`config.mk`:
```
export PLATFORM = sky130hd
export DESIGN_NAME = radix_escape_digit_accumulator_core
export DESIGN_NICKNAME = d
export VERILOG_FILES = /design/src/rtl/core/rdacc_pkg.sv /design/src/rtl/core/rdacc_step.sv /design/src/rtl/core/radix_escape_digit_accumulator_core.sv
export SDC_FILE = /design/constraint.sdc
export NUM_CORES = 1
export LEC_CHECK = 0
export BUFFER_PORTS_ARGS = -buffer_cell sky130_fd_sc_hd__buf_4
export CORE_ASPECT_RATIO = 1.25
export CORE_UTILIZATION = 50
export CTS_BUF_LIST = sky130_fd_sc_hd__clkbuf_4 sky130_fd_sc_hd__clkbuf_8 sky130_fd_sc_hd__clkbuf_16
export CTS_CLUSTER_SIZE = 14
export DETAILED_ROUTE_END_ITERATION = 6
export GPL_TIMING_DRIVEN = 1
export HOLD_SLACK_MARGIN = 0.03
export PLACE_DENSITY = 0.68
export SKIP_LAST_GASP = 1
export SLEW_MARGIN = 10
export SYNTH_ARGS = -nofsm -noshare
export SYNTH_HDL_FRONTEND = slang
export SYNTH_HIERARCHICAL = 1
export SYNTH_SLANG_ARGS = --single-unit
```
`constraint.sdc`:
```
create_clock -name clk -period 13.9 [get_ports clk]
set_input_delay 2.78 -clock clk [delete_from_list [all_inputs] [get_ports clk]]
set_output_delay 2.78 -clock clk [all_outputs]
set_load 0.02 [all_outputs]
```
`src/rtl/core/rdacc_pkg.sv`:
```
// Shared types, constants and digit decode for the radix escape digit accumulator.
`default_nettype none
package rdacc_pkg;

  // Widths fixed by the stream format
  localparam int unsigned VALUE_BITS_DEF = 32;
  localparam int unsigned CHAR_W         = 21;
  localparam int unsigned CODE_W         = 32;
  localparam int unsigned COUNT_W        = 8;
  localparam int unsigned STATUS_W       = 2;
  localparam int unsigned RADIX_W        = 3;
  localparam int unsigned WORTH_W        = 5;
  localparam int unsigned DIGIT_W        = 4;
  localparam int unsigned CFG_ADDR_W     = 2;
  localparam int unsigned CFG_DATA_W     = 8;
  localparam int unsigned IN_DATA_W      = 24;
  localparam int unsigned OUT_DATA_W     = 48;

  // Register reset values
  localparam logic [COUNT_W-1:0] MAX_DIGITS_RST = 8'd2;
  localparam logic [RADIX_W-1:0] RADIX_BITS_RST = 3'd4;
  localparam logic               NEED_ALL_RST   = 1'b0;

  // Configuration register indexes
  typedef enum logic [CFG_ADDR_W-1:0] {
    CFG_MAX_DIGITS = 2'd0,
    CFG_RADIX_BITS = 2'd1,
    CFG_NEED_ALL   = 2'd2
  } cfg_addr_t;

  // Field status codes
  typedef enum logic [STATUS_W-1:0] {
    ST_OK       = 2'd0,
    ST_OVERFLOW = 2'd1,
    ST_SHORT    = 2'd2
  } status_t;

  // Outcome of one character against the field state
  typedef struct packed {
    logic                emit;
    status_t             status;
    logic                term;
    logic [COUNT_W-1:0]  res_count;
    logic [COUNT_W-1:0]  count_nxt;
  } step_res_t;

  localparam logic [WORTH_W-1:0] WORTH_NONE = 5'd16;

  // Decode a hex digit; non-digits give WORTH_NONE
  function automatic logic [WORTH_W-1:0] digit_worth(input logic [CHAR_W-1:0] c);
    logic [WORTH_W-1:0] w;
    w = WORTH_NONE;
    if (c >= CHAR_W'(48) && c <= CHAR_W'(57)) begin
      w = WORTH_W'(c - CHAR_W'(48));
    end else if (c >= CHAR_W'(97) && c <= CHAR_W'(102)) begin
      w = WORTH_W'(c - CHAR_W'(87));
    end else if (c >= CHAR_W'(65) && c <= CHAR_W'(70)) begin
      w = WORTH_W'(c - CHAR_W'(55));
    end
    return w;
  endfunction

endpackage
`default_nettype wire

```
`src/rtl/core/rdacc_step.sv`:
```
// One-character step: digit decode, overflow check and shift-add of the field state.
`default_nettype none
module rdacc_step #(
  parameter int unsigned VALUE_BITS = rdacc_pkg::VALUE_BITS_DEF
) (
  input  wire logic [rdacc_pkg::CHAR_W-1:0]  char_code,
  input  wire logic                          end_of_text,
  input  wire logic [VALUE_BITS-1:0]         acc,
  input  wire logic [rdacc_pkg::COUNT_W-1:0] digits_seen,
  input  wire logic [rdacc_pkg::COUNT_W-1:0] max_digits,
  input  wire logic [rdacc_pkg::RADIX_W-1:0] radix_bits,
  input  wire logic                          need_all,
  output logic [VALUE_BITS-1:0]              acc_nxt,
  output logic [VALUE_BITS-1:0]              res_value,
  output rdacc_pkg::step_res_t               res
);
  import rdacc_pkg::*;

  logic [RADIX_W-1:0] p_eff;
  logic [WORTH_W-1:0] worth;
  logic               is_digit;
  logic [DIGIT_W-1:0] top_bits;
  logic               ovf;
  logic [VALUE_BITS-1:0] sum;
  logic [COUNT_W:0]   count_inc;
  logic [COUNT_W:0]   max_eff;
  logic               short_fld;
  status_t            end_status;

  // Clamp the radix power to 1..4
  always_comb begin
    if (radix_bits == '0) begin
      p_eff = RADIX_W'(1);
    end else if (radix_bits > RADIX_W'(DIGIT_W)) begin
      p_eff = RADIX_W'(DIGIT_W);
    end else begin
      p_eff = radix_bits;
    end
  end

  // Decode and range-check the digit
  assign worth    = digit_worth(char_code);
  assign is_digit = worth < (WORTH_W'(1) << p_eff);

  // Bits that the shift would drop
  assign top_bits = acc[VALUE_BITS-1 -: DIGIT_W];
  always_comb begin
    case (p_eff)
      RADIX_W'(1): ovf = top_bits[3];
      RADIX_W'(2): ovf = |top_bits[3:2];
      RADIX_W'(3): ovf = |top_bits[3:1];
      default:     ovf = |top_bits;
    endcase
  end

  // Shift-add the new digit
  assign sum = (acc << p_eff) + {{(VALUE_BITS-DIGIT_W){1'b0}}, worth[DIGIT_W-1:0]};

  // Count against the limit; zero means 256
  assign count_inc  = {1'b0, digits_seen} + (COUNT_W+1)'(1);
  assign max_eff    = (max_digits == '0) ? (COUNT_W+1)'(256) : {1'b0, max_digits};
  assign short_fld  = need_all && ({1'b0, digits_seen} < max_eff);
  assign end_status = short_fld ? ST_SHORT : ST_OK;

  // Pick the outcome
  always_comb begin
    acc_nxt       = '0;
    res_value     = acc;
    res.emit      = 1'b1;
    res.status    = end_status;
    res.term      = 1'b0;
    res.res_count = digits_seen;
    res.count_nxt = '0;
    if (end_of_text) begin
      res.status = end_status;
    end else if (!is_digit) begin
      res.term = 1'b1;
    end else if (ovf) begin
      res.status = ST_OVERFLOW;
    end else if (count_inc >= max_eff) begin
      res.status    = ST_OK;
      res_value     = sum;
      res.res_count = count_inc[COUNT_W-1:0];
    end else begin
      res.emit      = 1'b0;
      acc_nxt       = sum;
      res.count_nxt = count_inc[COUNT_W-1:0];
    end
  end

endmodule
`default_nettype wire

```
`src/rtl/core/radix_escape_digit_accumulator_core.sv`:
```
// Top level of the radix escape digit accumulator: stream ports, field state, result register.
`default_nettype none
// Accumulates the characters of a numeric escape body as digits of radix
// 2^radix_bits into a VALUE_BITS-wide code point and emits one result per
// field (value, digit count, status, terminator flag). One character is taken
// every cycle while the output is not stalled. A request lands in an input
// register and is stepped against the field state from there; its result, if
// it has one, is loaded into the output register. A stalled result holds
// the input register, and a new request still enters in the cycle that the
// output is taken. The combinational shift-add/compare loop on the accumulator
// sets the rate. Write configuration only while no request is in flight.
module radix_escape_digit_accumulator_core #(
  parameter int unsigned VALUE_BITS = rdacc_pkg::VALUE_BITS_DEF
) (
  input  wire logic                             clk,
  input  wire logic                             rst_n,
  input  wire logic                             cfg_we,
  input  wire logic [rdacc_pkg::CFG_ADDR_W-1:0] cfg_addr,
  input  wire logic [rdacc_pkg::CFG_DATA_W-1:0] cfg_wdata,
  input  wire logic                             in_tvalid,
  output logic                                  in_tready,
  // [20:0] char_code, [23:21] zero
  input  wire logic [rdacc_pkg::IN_DATA_W-1:0]  in_tdata,
  input  wire logic                             in_tlast,
  output logic                                  out_tvalid,
  input  wire logic                             out_tready,
  // [31:0] code_value, [39:32] digit_count, [41:40] status,
  // [42] terminator_consumed, [47:43] zero
  output logic [rdacc_pkg::OUT_DATA_W-1:0]      out_tdata
);
  import rdacc_pkg::*;

  logic [COUNT_W-1:0]    max_digits_r;
  logic [RADIX_W-1:0]    radix_bits_r;
  logic                  need_all_r;
  logic [VALUE_BITS-1:0] acc_r;
  logic [COUNT_W-1:0]    digits_r;
  logic                  stg_vld_r;
  logic [CHAR_W-1:0]     stg_char_r;
  logic                  stg_eot_r;
  logic                  out_vld_r;
  logic [CODE_W-1:0]     out_value_r;
  logic [COUNT_W-1:0]    out_count_r;
  status_t               out_status_r;
  logic                  out_term_r;

  logic                  in_fire;
  logic                  out_free;
  logic                  stg_adv;
  logic [VALUE_BITS-1:0] acc_nxt;
  logic [VALUE_BITS-1:0] res_value;
  logic [CODE_W-1:0]     value_ext;
  step_res_t             res;

  // Configuration writes
  always_ff @(posedge clk) begin
    if (!rst_n) begin
      max_digits_r <= MAX_DIGITS_RST;
      radix_bits_r <= RADIX_BITS_RST;
      need_all_r   <= NEED_ALL_RST;
    end else if (cfg_we) begin
      case (cfg_addr)
        CFG_MAX_DIGITS: max_digits_r <= cfg_wdata;
        CFG_RADIX_BITS: radix_bits_r <= cfg_wdata[RADIX_W-1:0];
        CFG_NEED_ALL:   need_all_r   <= cfg_wdata[0];
        default: ;
      endcase
    end
  end

  // Handshake: the stage moves when the result register can take a result
  assign out_free  = !out_vld_r || out_tready;
  assign stg_adv   = stg_vld_r && out_free;
  assign in_tready = !stg_vld_r || out_free;
  assign in_fire   = in_tvalid && in_tready;

  // Input register
  always_ff @(posedge clk) begin
    if (!rst_n) begin
      stg_vld_r <= 1'b0;
    end else if (in_fire) begin
      stg_vld_r <= 1'b1;
    end else if (stg_adv) begin
      stg_vld_r <= 1'b0;
    end
  end

  always_ff @(posedge clk) begin
    if (in_fire) begin
      stg_char_r <= in_tdata[CHAR_W-1:0];
      stg_eot_r  <= in_tlast;
    end
  end

  rdacc_step #(
    .VALUE_BITS (VALUE_BITS)
  ) u_step (
    .char_code   (stg_char_r),
    .end_of_text (stg_eot_r),
    .acc         (acc_r),
    .digits_seen (digits_r),
    .max_digits  (max_digits_r),
    .radix_bits  (radix_bits_r),
    .need_all    (need_all_r),
    .acc_nxt     (acc_nxt),
    .res_value   (res_value),
    .res         (res)
  );

  // Field state
  always_ff @(posedge clk) begin
    if (!rst_n) begin
      acc_r    <= '0;
      digits_r <= '0;
    end else if (stg_adv) begin
      acc_r    <= acc_nxt;
      digits_r <= res.count_nxt;
    end
  end

  // Fit the value to the 32-bit result field
  generate
    if (VALUE_BITS >= CODE_W) begin : g_trunc
      assign value_ext = res_value[CODE_W-1:0];
    end else begin : g_ext
      assign value_ext = {{(CODE_W-VALUE_BITS){1'b0}}, res_value};
    end
  endgenerate

  // Result register
  always_ff @(posedge clk) begin
    if (!rst_n) begin
      out_vld_r <= 1'b0;
    end else if (stg_adv && res.emit) begin
      out_vld_r <= 1'b1;
    end else if (out_tready) begin
      out_vld_r <= 1'b0;
    end
  end

  always_ff @(posedge clk) begin
    if (stg_adv && res.emit) begin
      out_value_r  <= value_ext;
      out_count_r  <= res.res_count;
      out_status_r <= res.status;
      out_term_r   <= res.term;
    end
  end

  assign out_tvalid = out_vld_r;
  assign out_tdata  = {{(OUT_DATA_W-CODE_W-COUNT_W-STATUS_W-1){1'b0}},
                       out_term_r, out_status_r, out_count_r, out_value_r};

  // A finished field leaves a clear accumulator and count
  a_clear_after_emit: assert property (@(posedge clk) disable iff (!rst_n)
    stg_adv && res.emit |=> acc_r == '0 && digits_r == '0)
    else $error("field state not cleared after result");

  // A stalled stage holds its character until the result side frees
  a_stage_holds: assert property (@(posedge clk) disable iff (!rst_n)
    stg_vld_r && !out_free |=> stg_vld_r && $stable(stg_char_r) && $stable(stg_eot_r))
    else $error("input stage lost while stalled");

  // Overflow never comes with a consumed terminator
  a_ovf_no_term: assert property (@(posedge clk) disable iff (!rst_n)
    out_vld_r && out_status_r == ST_OVERFLOW |-> !out_term_r)
    else $error("overflow result marks a terminator");

  // A terminator result only comes from a non-digit character
  a_term_src: assert property (@(posedge clk) disable iff (!rst_n)
    stg_adv && res.emit && res.term |-> !stg_eot_r)
    else $error("terminator flagged on end of text");

endmodule
`default_nettype wire
```
### Yosys cells after proc, flatten, opt, wreduce, memory -nomap -nowiden

Index checks and enable logic that the tools add are counted.

* mux-type cells: 33
* add/subtract/negate cells: 5
* shifts and indexed selects: 2
* reduce and logical (&&, ||, !) cells: 22
* equal/unequal tests: 5
* $lt $le $gt $ge: 10

Operators by type and width (count)
* $mux W32: 8
* $mux W16: 3
* $ge A21 B7 Y1 const B: 2
* $le A21 B7 Y1 const B: 2
* $add A32 B4 Y32: 1
* $shl A32 B3 Y32: 1
* $ge A21 B6 Y1 const B: 1
* $le A21 B6 Y1 const B: 1
* $mux W8: 2
* $mux W5: 3
* $sub A5 B5 Y5 const B: 3
* $add A8 B1 Y9 const B: 1
* $ge A9 B9 Y1: 1
* $lt A8 B9 Y1: 1
* $mux W3: 3
* $mux W9: 1
* $logic_not A8 Y1: 1
* $mux W1: 8
* $mux W2: 4
* $logic_and A1 B1 Y1: 7
* $eq A3 B2 Y1 const B: 2
* $reduce_and A2 Y1: 3
* $lt A5 B5 Y1: 1
* $shl A1 B3 Y5 const A: 1
* other kinds (13): 16

* bits in registers: 119
* logic and storage cells: 90
* output and inout bits: 50

### Logic depth before layout (Yosys ltp)

* depth after elaboration: 11
* mapped depth: 20
* mapped depth without buffers: 18

### By module

The synthesis kept the hierarchy.

By module, submodules not included
* radix_escape_digit_accumulator_core: area an instance 4190.3 sq um, cells each 309, seq. area each 3032.9 sq um, instances 1
* rdacc_step: area an instance 3641.0 sq um, cells each 560, seq. area each 0.0 sq um, instances 1

### Worst setup path after synthesis

No wires, ideal clock.

* path type: input to output
* from: input port out_tready
* to: output port in_tready
* arrival time: 3.071 ns
* path slack: 8.049 ns
* cell stages on the path: 2
* cells stage by stage: nor2b_4 > nand2_1

* cells in the longest elaborated chain, start to end: 2

Ends and longest elaborated chain
* start: declaration: line radix_escape_digit_accumulator_core.sv:26 `input wire logic out_tready,`
* $logic_or A1 B1 Y1: line radix_escape_digit_accumulator_core.sv:72 `assign out_free = !out_vld_r || out_tready;`
* $logic_or A1 B1 Y1: line radix_escape_digit_accumulator_core.sv:74 `assign in_tready = !stg_vld_r || out_free;`
* end: declaration: line radix_escape_digit_accumulator_core.sv:21 `output logic in_tready,`

Every way passes these cells.

### Worst setup path after layout

Same ends and word-level chain as after synthesis.

==> qor.csv <==
stage;metric;value;unit
worst_setup_path;required;11.12;ns
sta;maxSlewHeadroom;34.64;%
grt;grt_pass1_vias;5857;
floorplan;ios;90;
logic_synthesis;synth.top_cells.by_area;edfxtp_1 (25%), dfxtp_1 (14%), mux2i_1 (8.6%);
sta;hold_viol_final;0;
power_and_ir_drop;power.density;97.03;nW/um2
sta;setup_viol;0;
place;io_buffers;81;
clock_tree;clk_path_buf_depth;2;
cells_and_area;num-fill-cells;1394;
sta;rsz0062_at_grt;no;
logic_synthesis;async_flop_share;0;%
clock_tree;cts_tree;done;
floorplan;die_w;113.9;um
sta;slew_violations;0;
clock_tree;clk_pin_slew;0.05;ns
detailed_routing;drc_errors;0;
clock_tree;htreeDepth;4;
logic_synthesis;synthCells;869;
detailed_routing;wl_per_cell;14.60;um
power_and_ir_drop;p_leak;3.148;nW
detailed_routing;route.vias.total;6209;
grt;antenna_found_initial;0;
sta;final.min_clock_period;6.139;ns
flow_run;drv_cap;0;
worst_setup_path;critPathKind;primary input to output port;
floorplan;die_area;16170;um2
cells_and_area;fin_nets;993;
floorplan;core_area;15140;um2
cells_and_area;drive_gt1_share;17.11;%
logic_synthesis;yosys-top-cells-count;nand2_1 (150), nor2_1 (87), mux2i_1 (67);
cells_and_area;multi_input_area;4314;um2
logic_synthesis;synth-seq-cells;119;
logic_synthesis;synth_edf_count;65;
worst_setup_path;worstPathMaxFanout;5;
worst_setup_path;endpoint_kind;output port;
logic_synthesis;yosysMostFrequentCell;nand2_1;
worst_setup_path;arrival;3.36;ns
grt;grt_use_total;22.09;%
cells_and_area;areaGrowthSynthToFinish;14.54;%
grt;grt_pass1_wl;28080;um
sta;max_freq;0.1629;GHz
grt;overflow;0;
detailed_routing;dr.first_iter.drc_count;364;
grt;grt_max_degree;104;
detailed_routing;wirelength;16690;um
clock_tree;cts_resized;0;
clock_tree;cts_setup_buffers;0;
power_and_ir_drop;ir_drop;0.07501;mV
sta;clock_skew;0.01557;ns
logic_synthesis;synth-seq-area-share;38.73;%
floorplan;row_count;50;
clock_tree;cts_num_sinks;119;
cells_and_area;regArea;3035;um2
clock_tree;numCtsBuffers;17;
status;status;finished, final reports clean;
detailed_routing;viasPerCell;5.432;
clock_tree;cts-root-buf;clkbuf_16;
clock_tree;postCtsHoldBufs;0;
logic_synthesis;synthFlopType;edfxtp_1;
logic_synthesis;yosys.area.top_type;edfxtp_1;
logic_synthesis;synth_top_area_share;24.92;%
detailed_routing;ant_nets;0;
clock_tree;clkLatencyLatePin;0.42;ns
logic_synthesis;synth_cell_types;72;
logic_synthesis;yosysWarnings;6;
floorplan;die_h;141.9;um
detailed_routing;dr.pass1.iters;5;
place;gp_congestion;0.7885;
cells_and_area;diodes;0;
sta;post-route-period-util;44.17;%
hold_path;hold_path.class;register to register;
worst_setup_path;rrSetupSlack;8.73;ns
logic_synthesis;syn_area;7831;um2
logic_synthesis;syn_avg_cell_area;9.012;um2
floorplan;start_util;51.73;%
sta;tightest_slew;0.9804;ns
power_and_ir_drop;finalPower;0.8704;mW
place;dp_hpwl;11160;um
worst_setup_path;startpoint_type;primary input;
sta;tns;0;ns
==> power by group <==
group / total, mW / switching [mW] / internal, mW
Combinational: 0.0662 / 0.0401 / 0.0261
Clock: 0.416 / 0.149 / 0.267
Sequential: 0.388 / 0.00600 / 0.382
Total: 0.870 / 0.195 / 0.675
==> path summary, 6_finish.rpt <==
kind / start / to / cells after the start
setup reg to reg: stg_char_r[2]$_DFFE_PP_ / out_count_r[6]$_DFFE_PP_ / 14
hold reg to reg: max_digits_r[2]$_SDFFE_PN0P_ / max_digits_r[2]$_SDFFE_PN0P_ / 2
setup / recovery: out_tready / in_tready / 4
hold / removal: max_digits_r[2]$_SDFFE_PN0P_ / max_digits_r[2]$_SDFFE_PN0P_ / 2
==> placed cells by master, fill, tap and decap left out, types with 12 or more instances in the layout <==
cell,n
nand2_1,150
buf_4,90
nor2_1,86
mux2i_1,67
edfxtp_1,65
dfxtp_1,52
inv_1,30
ha_1,30
o21ai_0,28
nand3_1,27
a21oi_1,27
xor2_1,22
xnor2_1,21
o21ai_1,21
a211oi_1,18
clkbuf_16,17
nand3b_1,12
==> kinds of logic after synthesis <==
family | synth area share [%]
and+or+nand+nor | 22.96
AOI/OAI and AO/OA | 12.37
DFF | 38.73
buffers and inverters | 6.567
muxes | 9.426
xor gates and xnor gates | 4.809
adders and majority gates | 5.049
other | 0.09590
==> per-stage QoR <==
step                      setup WS [ns]  cells  util, %  cell area [um2]  hold slack, ns
after global routing              7.736   1143    59.25             8970          0.4894
final                             7.761   1143    59.25             8970          0.4742
after CTS                         7.754   1143    59.25             8970          0.4760
after global placement            7.765   1111    55.50             8402          0.4608
after detailed placement          7.756   1111    55.50             8402          0.4684
after floorplan                   8.049    873        -             7846          0.4335
==> layer usage <==
metal  wire (um)  vias up  track usage (%)
met5           0        -                0
met4         350        0            8.954
met3         519       26            4.229
met2        8505      128            38.50
met1        7316     2888            26.61
li1            -     3167                -
==> critical path: stages <==
cell and delay (ns):
buf_4 0.12, nor2b_4 0.20, nand2_1 0.10, buf_4 0.16
==> flip-flops by register name, summed over array words and instances (netlist names) <==
signal,count
acc_r,32
stg_char_r,21
radix_bits_r,3
out_term_r,1
out_tvalid,1
max_digits_r,8
stg_vld_r,1
out_count_r,8
out_status_r,2
out_value_r,32
stg_eot_r,1
digits_r,8
need_all_r,1
==> layout make-up <==
class,instances,share of cell area [%]
multi-input cells,663,48.10
flip-flops and latches,119,33.84
repair buffers,90,7.532
clock buffers,29,6.165
well taps,208,2.901
inverters,31,1.297
clock inverters,3,0.1674
Power figures use the tool's default switching activity.
